--- src/nctt_pkg.sv ---
// shared types and constants for the nearest centroid track table
package nctt_pkg;

  localparam int MAX_TRACKS_DEF = 8;

  localparam logic [2:0] REG_MATCH_RADIUS  = 3'd0;
  localparam logic [2:0] REG_ALPHA_POS     = 3'd1;
  localparam logic [2:0] REG_ALPHA_MAG     = 3'd2;
  localparam logic [2:0] REG_MAX_MISSED    = 3'd3;
  localparam logic [2:0] REG_MIN_AGE       = 3'd4;

  localparam logic [16:0] ONE_Q16 = 17'd65536;

  typedef struct packed {
    logic        valid;
    logic [15:0] x;
    logic [15:0] y;
    logic [15:0] mag;
    logic [15:0] age;
    logic [7:0]  missed;
    logic        matched;
  } slot_t;

  typedef enum logic [3:0] {
    ST_IDLE,
    ST_SCAN,
    ST_DECIDE,
    ST_RD_BEST,
    ST_EMA1,
    ST_EMA2,
    ST_FREE,
    ST_AGE,
    ST_OUT_RD,
    ST_OUT_WAIT
  } state_t;

  typedef struct packed {
    logic [15:0] match_radius;
    logic [16:0] alpha_position;
    logic [16:0] alpha_magnitude;
    logic [7:0]  max_missed_frames;
    logic [7:0]  min_report_age;
  } cfg_t;

endpackage

--- src/nctt_ema.sv ---
// one registered exponential moving average lane
module nctt_ema
  import nctt_pkg::*;
(
  input  logic        clk,
  input  logic [16:0] alpha,
  input  logic [15:0] sample,
  input  logic [15:0] old,
  output logic [15:0] result
);

  logic [16:0] a;
  logic [32:0] p0;
  logic [32:0] p1;
  logic [33:0] acc;

  assign a   = (alpha > ONE_Q16) ? ONE_Q16 : alpha;
  assign acc = {1'b0, p0} + {1'b0, p1} + 34'd32768;

  // products registered before the sum
  always_ff @(posedge clk) begin
    p0 <= a * {1'b0, sample};
    p1 <= (ONE_Q16 - a) * {1'b0, old};
  end

  assign result = acc[31:16];

endmodule

--- config.mk ---
export PLATFORM = sky130hd
export DESIGN_NAME = nctt_ema
export DESIGN_NICKNAME = d
export VERILOG_FILES = /design/src/nctt_pkg.sv /design/src/nctt_ema.sv
export SDC_FILE = /design/constraint.sdc
export NUM_CORES = 1
export LEC_CHECK = 0
export BUFFER_PORTS_ARGS = -buffer_cell sky130_fd_sc_hd__buf_4
export CAP_MARGIN = 40
export CORE_MARGIN = 8
export CORE_UTILIZATION = 59
export DETAILED_ROUTE_END_ITERATION = 10
export HOLD_SLACK_MARGIN = 0.06
export PLACE_DENSITY = 0.79
export SLEW_MARGIN = 20
export SYNTH_ARGS = -nofsm -noshare
export SYNTH_HDL_FRONTEND = slang
export SYNTH_SLANG_ARGS = --single-unit
--- constraint.sdc ---
create_clock -name clk -period 10.09 [get_ports clk]
set_clock_uncertainty 0.15 [all_clocks]
set_input_delay 1.009 -clock clk [delete_from_list [all_inputs] [get_ports clk]]
set_output_delay 1.009 -clock clk [all_outputs]
set_load 0.02 [all_outputs]
==> results.ini <==
[yosys]
synthFlopType = dfxtp_1
synth_edf_count = 0
syn-instance-count = 2541
synth_area_um2 = 22400
asyncSetResetFlopFracSynth = 0
synth_warnings = 0
syn_area_per_cell_um2 = 8.83
synth-seq-area-share = 0.0571
yosys_register_bits = 64
netlist-cell-type-count = 73

[detailed_routing]
vias = 17200
drtAntennaViolNets = 0
detail_route.wl_per_cell_um = 18.1
dr.first_iter.drc_count = 1070
drt_wl_total_um = 56100
post-route-drc-count = 0
drt-vias-per-instance = 5.55
dr.pass1.iters = 6

[critical_path]
worst_ep_arrival_time_ns = 9.49
crit_path_max_incr_delay_ns = 0.62
critPathRequiredTime_ns = 10.16
kind_of_capture_point_of_the_worst_setup_path = register
setup.worst_path.class = primary input to register
path_max_fanout = 10
critical_path.startpoint_type = primary input
critical_path.most_common_cell = fa_1
critical_path_s_slowest_cell = or4_1

[floorplanning]
dieWidth_um = 211
initial_utilization = 0.597
fp.coreArea_um2 = 37600
boundaryPins = 66
row_cnt = 71
die-area_um2 = 44500
die_height_um = 211

[cells_and_area]
final_nets = 3359
area_growth_pct = 6.80
multiInputGateArea_um2 = 18600
fill_cells = 3103
diodes = 0
finish.cell_count_without_fillers = 3104
drive_above_1_share = 0.0571
final-seq-area_um2 = 1280

[cts]
clk_sink_count = 64
number_of_clock_buffers_inserted_by_tritoncts = 9
clk_transition_reported_paths_ns = 0.06
clockBufferDepth = 2
clock_tree_from_tritoncts = done
number_of_buffers_inserted_by_post_cts_setup_repair = 0
post_cts.resized_instances = 0
hold_buffers = 0
cts-root-buf = clkbuf_16
cts-htree-levels = 3

[sta]
setup_repair_after_global_routing_missed_its_margin = no
hold_viol = 0
finalSetupTns_ns = 0
setup_violations = 0
drv_slew = 0
post-route-min-period_ns = 9.42
post-route-period-util = 0.933
transition_time_of_the_tightest_slew_check_pin_ns = 0.876
slew-limit-headroom = 0.414
max_freq_mhz = 106

[grt]
grt_antenna_before_repair = 0
grt_overflow_total = 0
grt_use_total = 0.267
grt_pass1_vias = 19500
grt_start_max_net_pins = 43
grt_first_pass_wirelength_um = 95000

[placement]
dp_hpwl_um = 46700
gp_congestion = 0.984
io_port_bufs = 65
placed_cells_incl_taps = 3088

[worst_hold_path]
min-delay-path-class = primary input to register
holdCritStartpoint = old[0]
min_delay_worst_endpoint = p1[0]
hold_depth = 2

[run]
cap_violations = 0

[run_status]
outcome = finished clean

[stage by stage]
step                       util  hold slack, ns  instance area, um2  setup WS, ns
after floorplan               -            1.00               22600          1.40
after global placement    0.627            1.26               23600         0.686
after detailed placement  0.628            1.26               23600         0.419
after CTS                 0.638           0.901               24000         0.737
after global routing      0.638           0.913               24000         0.209
final                     0.638           0.909               24000         0.673
[flip-flops by register name, summed over array words and instances, names as in the netlist]
signal / count
p1: 32
p0: 32
[kinds of logic (layout without fill, tap and decap cells)]
| logic type | Yosys count | after routing | synth area share |
|---|---|---|---|
| buffers and inverters | 708 | 729 | 0.119 |
| AO/OA/AOI/OAI | 201 | 201 | 0.0602 |
| adder cells (fa/ha/maj) | 721 | 721 | 0.561 |
| other | 2 | 33 | 0.000335 |
| flip-flops | 64 | 64 | 0.0571 |
| multiplexers | 1 | 1 | 0.000446 |
| XOR/XNOR | 92 | 92 | 0.0366 |
| AND/OR/NAND/NOR | 752 | 752 | 0.165 |
[critical path: cells and delay by family]
| kind | cells | cell delay [ns] |
|---|---|---|
| AND/OR/NAND/NOR | 9 | 2.09 |
| adder cells (fa/ha/maj) | 8 | 3.49 |
| AO/OA/AOI/OAI | 6 | 1.61 |
| XOR/XNOR | 1 | 0.62 |
| buffers and inverters | 7 | 0.70 |
[worst max path at each step]
stage	from	endpoint
after detailed placement	alpha[13]	p1[26]
after CTS	alpha[13]	p1[26]
after global placement	alpha[13]	p1[26]
after floorplan	alpha[0]	p1[26]
after global routing	alpha[13]	p1[26]
final	alpha[13]	p1[26]
[routing by layer]
| layer | wire length, um | track usage |
|---|---|---|
| met3 | 3880 | 0.0396 |
| met1 | 21100 | 0.315 |
| met4 | 3730 | 0.163 |
| met2 | 27400 | 0.456 |
| met5 | 0 | 0 |
[layout make-up]
class	count	share of cell area
Multi-Input combinational cell	1800	0.777
Inverter	613	0.0960
Sequential cell	64	0.0535
Timing Repair Buffer	100	0.0321
Tap cell	511	0.0267
Clock buffer	10	0.00997
Clock inverter	6	0.00485
[cells in the mapped netlist, types with 9 or more instances]
| cell | number | share of area |
|---|---|---|
| inv_1 | 613 | 0.10 |
| fa_1 | 475 | 0.42 |
| nand2_1 | 343 | 0.057 |
| ha_1 | 246 | 0.14 |
| and2_1 | 211 | 0.059 |
| clkbuf_1 | 81 | 0.014 |
| xnor2_1 | 72 | 0.028 |
| dfxtp_1 | 64 | 0.057 |
| a21oi_1 | 58 | 0.013 |
| nor2_1 | 50 | 0.0084 |
| and3_1 | 47 | 0.013 |
| o21ai_0 | 30 | 0.0067 |
| nor3_1 | 24 | 0.0054 |
| nor2b_1 | 21 | 0.0059 |
| xor2_1 | 18 | 0.0070 |
| a21o_1 | 17 | 0.0057 |
| nand3_1 | 14 | 0.0031 |
| o21a_1 | 10 | 0.0033 |
| a211oi_1 | 9 | 0.0030 |
| o21ai_1 | 9 | 0.0020 |
[placed cells by master, fill, tap and decap left out, types with 8 or more instances in the layout]
cell type and instances:
or3_1 8, nand2_1 343, nor2b_1 18, nor2_1 50
xor2_1 18, ha_1 246, fa_1 475, nand3_1 14
xnor2_1 72, and2_1 211, o211ai_1 8, dfxtp_1 64
inv_1 613, and3_1 47, o21ai_1 9, a211oi_1 9
clkbuf_16 9, a21oi_1 58, o21ai_0 30, a21o_1 17
conb_1 33, buf_4 97, o21a_1 10, nor3_1 23
Power is not shown: default switching activity piles up to over one toggle a cycle in this logic, so the estimate is an artifact.
