## config.mk

```make
export PLATFORM = sky130hd
export DESIGN_NAME = nctt_slot_mem
export DESIGN_NICKNAME = d
export VERILOG_FILES = /design/src/nctt_pkg.sv /design/src/nctt_slot_mem.sv
export SDC_FILE = /design/constraint.sdc
export NUM_CORES = 1
export LEC_CHECK = 0
export CAP_MARGIN = 20
export CORE_ASPECT_RATIO = 0.9
export CORE_MARGIN = 10
export CORE_UTILIZATION = 40
export DETAILED_ROUTE_END_ITERATION = 10
export DONT_BUFFER_PORTS = 1
export SLEW_MARGIN = 20
export SYNTH_ARGS = -nofsm -noshare
export SYNTH_HDL_FRONTEND = slang
export SYNTH_SLANG_ARGS = --single-unit
```

## constraint.sdc

```tcl
create_clock -name clk -period 6.2 [get_ports clk]
set_input_delay 0.31 -clock clk [delete_from_list [all_inputs] [get_ports clk]]
set_output_delay 0.31 -clock clk [all_outputs]
set_load 0.02 [all_outputs]
```

## src/nctt_pkg.sv

```systemverilog
// shared types and constants for the nearest centroid track table
package nctt_pkg;

  localparam int MAX_TRACKS_DEF = 8;

  localparam logic [2:0] REG_MATCH_RADIUS  = 3'd0;
  localparam logic [2:0] REG_ALPHA_POS     = 3'd1;
  localparam logic [2:0] REG_ALPHA_MAG     = 3'd2;
  localparam logic [2:0] REG_MAX_MISSED    = 3'd3;
  localparam logic [2:0] REG_MIN_AGE       = 3'd4;

  localparam logic [16:0] ONE_Q16 = 17'd65536;

  typedef struct packed {
    logic        valid;
    logic [15:0] x;
    logic [15:0] y;
    logic [15:0] mag;
    logic [15:0] age;
    logic [7:0]  missed;
    logic        matched;
  } slot_t;

  typedef enum logic [3:0] {
    ST_IDLE,
    ST_SCAN,
    ST_DECIDE,
    ST_RD_BEST,
    ST_EMA1,
    ST_EMA2,
    ST_FREE,
    ST_AGE,
    ST_OUT_RD,
    ST_OUT_WAIT
  } state_t;

  typedef struct packed {
    logic [15:0] match_radius;
    logic [16:0] alpha_position;
    logic [16:0] alpha_magnitude;
    logic [7:0]  max_missed_frames;
    logic [7:0]  min_report_age;
  } cfg_t;

endpackage

```

## src/nctt_slot_mem.sv

```systemverilog
// slot table memory with one write port and one registered read port
module nctt_slot_mem
  import nctt_pkg::*;
#(
  parameter int DEPTH = MAX_TRACKS_DEF,
  parameter int AW = (DEPTH > 1) ? $clog2(DEPTH) : 1
) (
  input  logic          clk,
  input  logic          we,
  input  logic [AW-1:0] waddr,
  input  slot_t         wdata,
  input  logic [AW-1:0] raddr,
  output slot_t         rdata
);

  slot_t mem [DEPTH];

  always_ff @(posedge clk) begin
    if (we) begin
      mem[waddr] <= wdata;
    end
    rdata <= mem[raddr];
  end

endmodule

```

==> flow_summary.ini, run 1 <==
[cts]
postCtsSetupRepairBufs = 0
numCtsBuffers = 69
tritoncts = built
cts.htree.levels = 3
clockBufferDepth = 3
cts_resized = 0
cts-hold-fix-buffers = 75
clkTransAtPathRegs_ps = 60
clk_latency_ps = 600
cts.sinks = 666
cts_root_buffer = clkbuf_16

[sta]
fmaxAchievable_mhz = 514
final_report_setup_violation_count = 0
timing.final.crit_period_ps = 1950
slew_headroom_pct = 29.4
fin_ws_ps = 4250
grt_setup_unrepaired = no
period_share_pct = 31.4
skew_final_ps = 24.9
maxSlewViolCount = 0
finalHoldViolCount = 0
timing_worst_slew_pin_value_ps = 1060
final.setup.tns_ps = 0

[flow_run]
number_of_max_capacitance_violations_reported = 0

[grt]
grt_util_all_layers_pct = 13.6
globalRouteOverflowTotal = 0
grt_pass1_wl_um = 71200
initial_antenna_violation_count = 9
number_of_global_route_vias_before_repair = 10300
grt_max_degree = 149

[worst_setup_path]
crit_path_cell_trace = nand2b_1 > nor2_4 > buf_4
crit-reg2reg-launch = mem[5][2]
cp-start-kind = primary input
required_time_of_the_worst_setup_path_ps = 6420
standard_cell_with_the_maximum_stage_delay_on_the_critical_path = buf_4
critPathBufInv = 1
rrSetupSlack_ps = 4860
worstReg2RegEnd = rdata[2]
capturing_element_type_of_the_critical_path = flip-flop
critPathLaunch = waddr[2]
critical_path.max_fanout = 50
slowest_delay_ps = 770
crit_arrival_ps = 2160
crit_path_end = mem[2][9]
worstSetupPathType = in2reg
worst-path-stages = 3
timing.critical_path.max_delay_family = simple AND/OR/NAND/NOR gates
worstRegToRegCells = 2

[pwr]
power_uw = 9910
power.density_cell_area_mw_per_mm2 = 357
peak_ir_drop_on_the_vdd_network_mv = 0.195
p_leak_uw = 0.00883

[yosys]
synthesis.nets = 1024
synth_cells = 942
ys_types = 12
count_of_synthesis_stage_warnings_from_yosys = 0
postSynthRegisterBits = 666
sequential_cell_area_fraction_in_the_yosys_report_pct = 81.1
syn_avg_cell_area_sq_um = 25.2
post_synth_instance_area_sq_mm = 0.0237

[cells_and_area]
final_util_pct = 47.4
layout.filler_cells = 4718
multiInputGateArea_sq_mm = 0.00428
finalNetCount = 1139
area_growth_syn_to_layout_pct = 17.0
share_of_cells_above_drive_strength_1_pct = 31.5
area.sequential_sq_mm = 0.0193

[run_status]
outcome = finished, final reports clean

[floorplanning]
io_pins = 156
die_x_extent_um = 277
effective_utilization_at_floorplan_pct = 40.5
row_count = 84
floorplan.die_area_sq_mm = 0.0695
core_area_sq_mm = 0.0586
die_y_um = 251

[drt]
drc_errors = 0
firstDrtPassIters = 5
totalWireLength_um = 47300
routed_wire_length_per_instance_um = 25.0
vias_per_cell = 5.20
initialDrtViolationCount = 813
antenna_left = 0
detailroute.via_count = 9841

[place]
port-buffer-count = 0
gpl_congestion = 0.690
detailedPlacementHpwl_um = 25100
pre_cts_ws_ps = 3580

[min_path]
cell_depth_of_the_worst_min_delay_path = 2
worst_hold_path_class = in2reg
## flip-flops by register name, indices dropped and copies added (netlist names)
register	cells
mem	592
rdata	74
## worst reg2reg max path, cell delays in order (launching register included)
cell      delay, ps
edfxtp_1        360
mux4_2          470
mux2_2          350
## synthesized netlist by cell type
cell type | instances | area, sq um
nand2b_1 | 3 | 18.8
nor3_1 | 2 | 10.0
nor2_1 | 6 | 22.5
buf_6 | 14 | 158
edfxtp_1 | 592 | 17800
dfxtp_1 | 74 | 1480
mux2_2 | 74 | 833
buf_1 | 7 | 26.3
nand2_1 | 2 | 7.51
buf_2 | 4 | 20.0
mux4_2 | 148 | 3330
clkbuf_1 | 16 | 60.1
## per-layer routing
metal	up-vias	track usage, %	wire length, um
met5	-	0	26
li1	4227	-	-
met4	4	4.35	1050
met2	266	19.9	21800
met1	5273	19.8	22000
met3	71	3.21	2430
## area by class of cell
cell class                 count  share of cell area [%]
sequential                   666                    69.3
multi-input combinational    235                    15.4
clock buffer                  97                    7.15
tap                          774                    3.49
timing repair buffer          85                    3.04
clock inverter                31                    1.56
antenna                        5                  0.0450
## where the power goes
part           switching (uW)  internal [uW]  total, uW
clock network            1680           2670       4340
logic                     174            201        375
registers                 124           5070       5200
total                    1970           7940       9910
## placed cells by master, fill, tap and decap left out, types with 6 or more instances in the layout
cell / netlist / layout
clkbuf_8: 0 / 9
dlygate4sd3_1: 0 / 74
clkinv_2: 0 / 13
clkbuf_16: 0 / 72
mux2_2: 74 / 74
nor2_4: 0 / 6
bufinv_16: 0 / 10
buf_4: 0 / 10
mux4_2: 148 / 148
edfxtp_1: 592 / 592
clkbuf_1: 16 / 16
dfxtp_1: 74 / 74
## worst min path at each step
| stage | end | from |
|---|---|---|
| final | rdata[18] | raddr[2] |
| after global routing | rdata[9] | raddr[2] |
| after CTS | rdata[9] | raddr[2] |
| after detailed placement | mem[0][69] | wdata[69] |
| after global placement | mem[0][69] | wdata[69] |
| after floorplan | mem[0][0] | wdata[0] |
## cell families (layout without fill, tap and decap cells)
kind of cell  Yosys count  after routing  share of synthesized area (%)
flops                 666            666                           81.1
buf+inv                41            213                           1.11
mux                   222            222                           17.5
simple gates           13             13                          0.248
other cells             0              5                              0
## per-stage QoR
| step | hold slack, ps | area, sq um | std cells |
|---|---|---|---|
| after floorplan | 409 | 23700 | 942 |
| after global placement | 409 | 24600 | 1685 |
| after detailed placement | 409 | 24600 | 1685 |
| after CTS | 30.9 | 27800 | 1888 |
| after global routing | 12.8 | 27800 | 1892 |
| final | 56.2 | 27800 | 1893 |
Note: power is estimated with default switching activity, not from simulation.
==> run 2, diff against run 1 <==
ABC_AREA = 1   (was not set)
clock period = 1.75 ns   (was 6.2 ns; I/O delays follow)
==> run 2 against run 1 <==
Global-route usage grew 3.6 points. Clock skew down 7.1 ps. Worst hold slack improved by 12 ps. Register-to-register slack worse by 4600 ps. Critical path type unchanged. Critical endpoint is now mem[7][15].
==> flow_summary.ini, run 2 <==
[cts]
clkTransAtPathRegs_ps = 60
postCtsSetupRepairBufs = 0
cts.htree.levels = 3
cts.sinks = 666
clk_latency_ps = 600
tritoncts = built
numCtsBuffers = 71
cts_root_buffer = clkbuf_16
clockBufferDepth = 3

[drt]
initialDrtViolationCount = 1300
routed_wire_length_per_instance_um = 17.4
antenna_left = 0
totalWireLength_um = 67900
firstDrtPassIters = 5
detailroute.via_count = 18400
drc_errors = 0
vias_per_cell = 4.71

[place]
port-buffer-count = 0
gpl_congestion = 0.744
detailedPlacementHpwl_um = 33900
placement.cell_area_sq_mm = 0.0285
placed_cells_incl_taps = 3460

[min_path]
hold_path.startpoint = waddr[2]
worst_hold_path.endpoint = mem[5][20]
cell_depth_of_the_worst_min_delay_path = 3
worst_hold_path_class = in2reg

[sta]
timing_worst_slew_pin_value_ps = 793
fmaxAchievable_mhz = 627
maxSlewViolCount = 0
finalHoldViolCount = 0
slew_headroom_pct = 47.0
final_report_setup_violation_count = 0
skew_final_ps = 17.9
grt_setup_unrepaired = no
timing.final.crit_period_ps = 1600
period_share_pct = 91.2

[yosys]
synth_top_cells_by_area = edfxtp_1 (65%), nand2_1 (13%), inv_1 (8.2%), dfxtp_1 (5.4%), nand3_1 (5.4%)
count_of_synthesis_stage_warnings_from_yosys = 0
synth_cells = 2650
post_synth_instance_area_sq_mm = 0.0273
sequential_cell_area_fraction_in_the_yosys_report_pct = 70.5
syn_avg_cell_area_sq_um = 10.3
yosysTopAreaCell = edfxtp_1
synthesis.nets = 2732
postSynthRegisterBits = 666
synth.top_cell.area_share_pct = 65.1
ys_types = 13
asyncSetResetFlopFracSynth_pct = 0
ys_dominant_reg_cell = edfxtp_1
post-synth-top-count-cell = nand2_1
netlist_top_cells_count = nand2_1 (968), inv_1 (596), edfxtp_1 (592), nand3_1 (296), dfxtp_1 (74)
synth-edff-count = 592

[floorplanning]
floorplan.die_area_sq_mm = 0.0791
effective_utilization_at_floorplan_pct = 40.5
core_area_sq_mm = 0.0673
die_x_extent_um = 295
io_pins = 156
die_y_um = 268
row_count = 90

[cells_and_area]
largest_registers_in_the_final_layout = mem (592), rdata (74)
registers.top_by_ff_count = mem
layout_common_cells = nand2_1 (963), inv_1 (592), edfxtp_1 (592), nand3_1 (296), dlygate4sd3_1 (294)
stdcell_count = 3897
finalNetCount = 3038
share_of_cells_above_drive_strength_1_pct = 5.67
final_util_pct = 50.3
layout.cell_area.non_filler_sq_mm = 0.0339
area_growth_syn_to_layout_pct = 24.1
mostFrequentLayoutCell = nand2_1
layout.filler_cells = 5942
largest_register_ffs = 592

[worst_setup_path]
worstReg2RegEnd = rdata[7]
crit-reg2reg-launch = mem[5][7]
crit_arrival_ps = 1870
cp-start-kind = primary input
rrSetupSlack_ps = 260
required_time_of_the_worst_setup_path_ps = 2030
critical_path.max_fanout = 4
worstRegToRegCells = 7
capturing_element_type_of_the_critical_path = flip-flop
worstSetupPathType = in2reg

[grt]
global_route.usage.met2_pct = 28.9
initial_antenna_violation_count = 10
grt_max_degree = 217
top_usage_layer = met2
number_of_global_route_vias_before_repair = 18500
global_route.usage.met3_pct = 4.44
grt_pass1_wl_um = 105000
met1_global_route_usage_pct = 21.9
globalRouteOverflowTotal = 0
grt_util_all_layers_pct = 17.2

[run_status]
outcome = finished, final reports clean

[pwr]
power.density_cell_area_mw_per_mm2 = 1060
power_uw = 35800
peak_ir_drop_on_the_vdd_network_mv = 0.868
p_leak_uw = 0.0148

[flow_run]
number_of_max_capacitance_violations_reported = 0
-- run 2: repair_timing --
item | 4_1_cts | 5_1_grt
gates resized for setup | 0 | 0
hold endpoints to repair | 681 | 0
hold buffers | 297 | 0
-- run 2: kinds of logic after synthesis --
logic type	count (synthesis)	synth area share [%]
AND/OR/NAND/NOR	1272	18.8
buffers and inverters	712	10.6
flip-flops	666	70.5
-- run 2: worst max path at each step --
stage	start	endpoint	slack, ps	cells past startpoint
floorplan	waddr[1]	mem[0][0]	-8	3
global placement	waddr[1]	mem[0][48]	330	4
detailed placement	waddr[1]	mem[0][48]	290	4
CTS	we	mem[7][15]	210	4
global route	waddr[0]	mem[7][15]	170	4
finish	waddr[0]	mem[7][15]	150	4
-- run 2: layout make-up --
cell class / instances / area [sq um] / area share [%]
tap: 874 / 1090 / 3.23
clock inverter: 20 / 236 / 0.698
inverter: 598 / 2260 / 6.66
clock buffer: 112 / 2110 / 6.21
timing repair buffer: 347 / 3690 / 10.9
antenna: 8 / 20.0 / 0.0591
multi-input combinational: 1272 / 5230 / 15.4
sequential: 666 / 19300 / 56.8
-- run 2: report_power, final --
| group | total, uW | internal [uW] | switching, uW | leakage, uW |
|---|---|---|---|---|
| Combinational | 2340 | 937 | 1400 | 0.00770 |
| Sequential | 18400 | 18000 | 449 | 0.00600 |
| Clock | 15000 | 9020 | 6020 | 0.00114 |
-- run 2: metrics by stage --
| stage | worst slack (ps) | hold WS, ps | setup TNS (ps) |
|---|---|---|---|
| floorplan | -7.61 | 186 | -1250 |
| global placement | 331 | 187 | 0 |
| detailed placement | 295 | 187 | 0 |
| CTS | 205 | 17.3 | 0 |
| global route | 167 | 56.5 | 0 |
| finish | 155 | 68.1 | 0 |
-- run 2: worst max-delay path, cell delays in order --
cell and delay, ps:
dlygate4sd3_1 640, nand2_4 140, nor2_4 270, dlygate4sd3_1 740
-- run 2: per-layer routing --
layer	part of all wire (%)	wire length (um)
met5	0.062	42
met3	6.5	4440
met1	43	29500
met4	2.0	1350
met2	48	32600
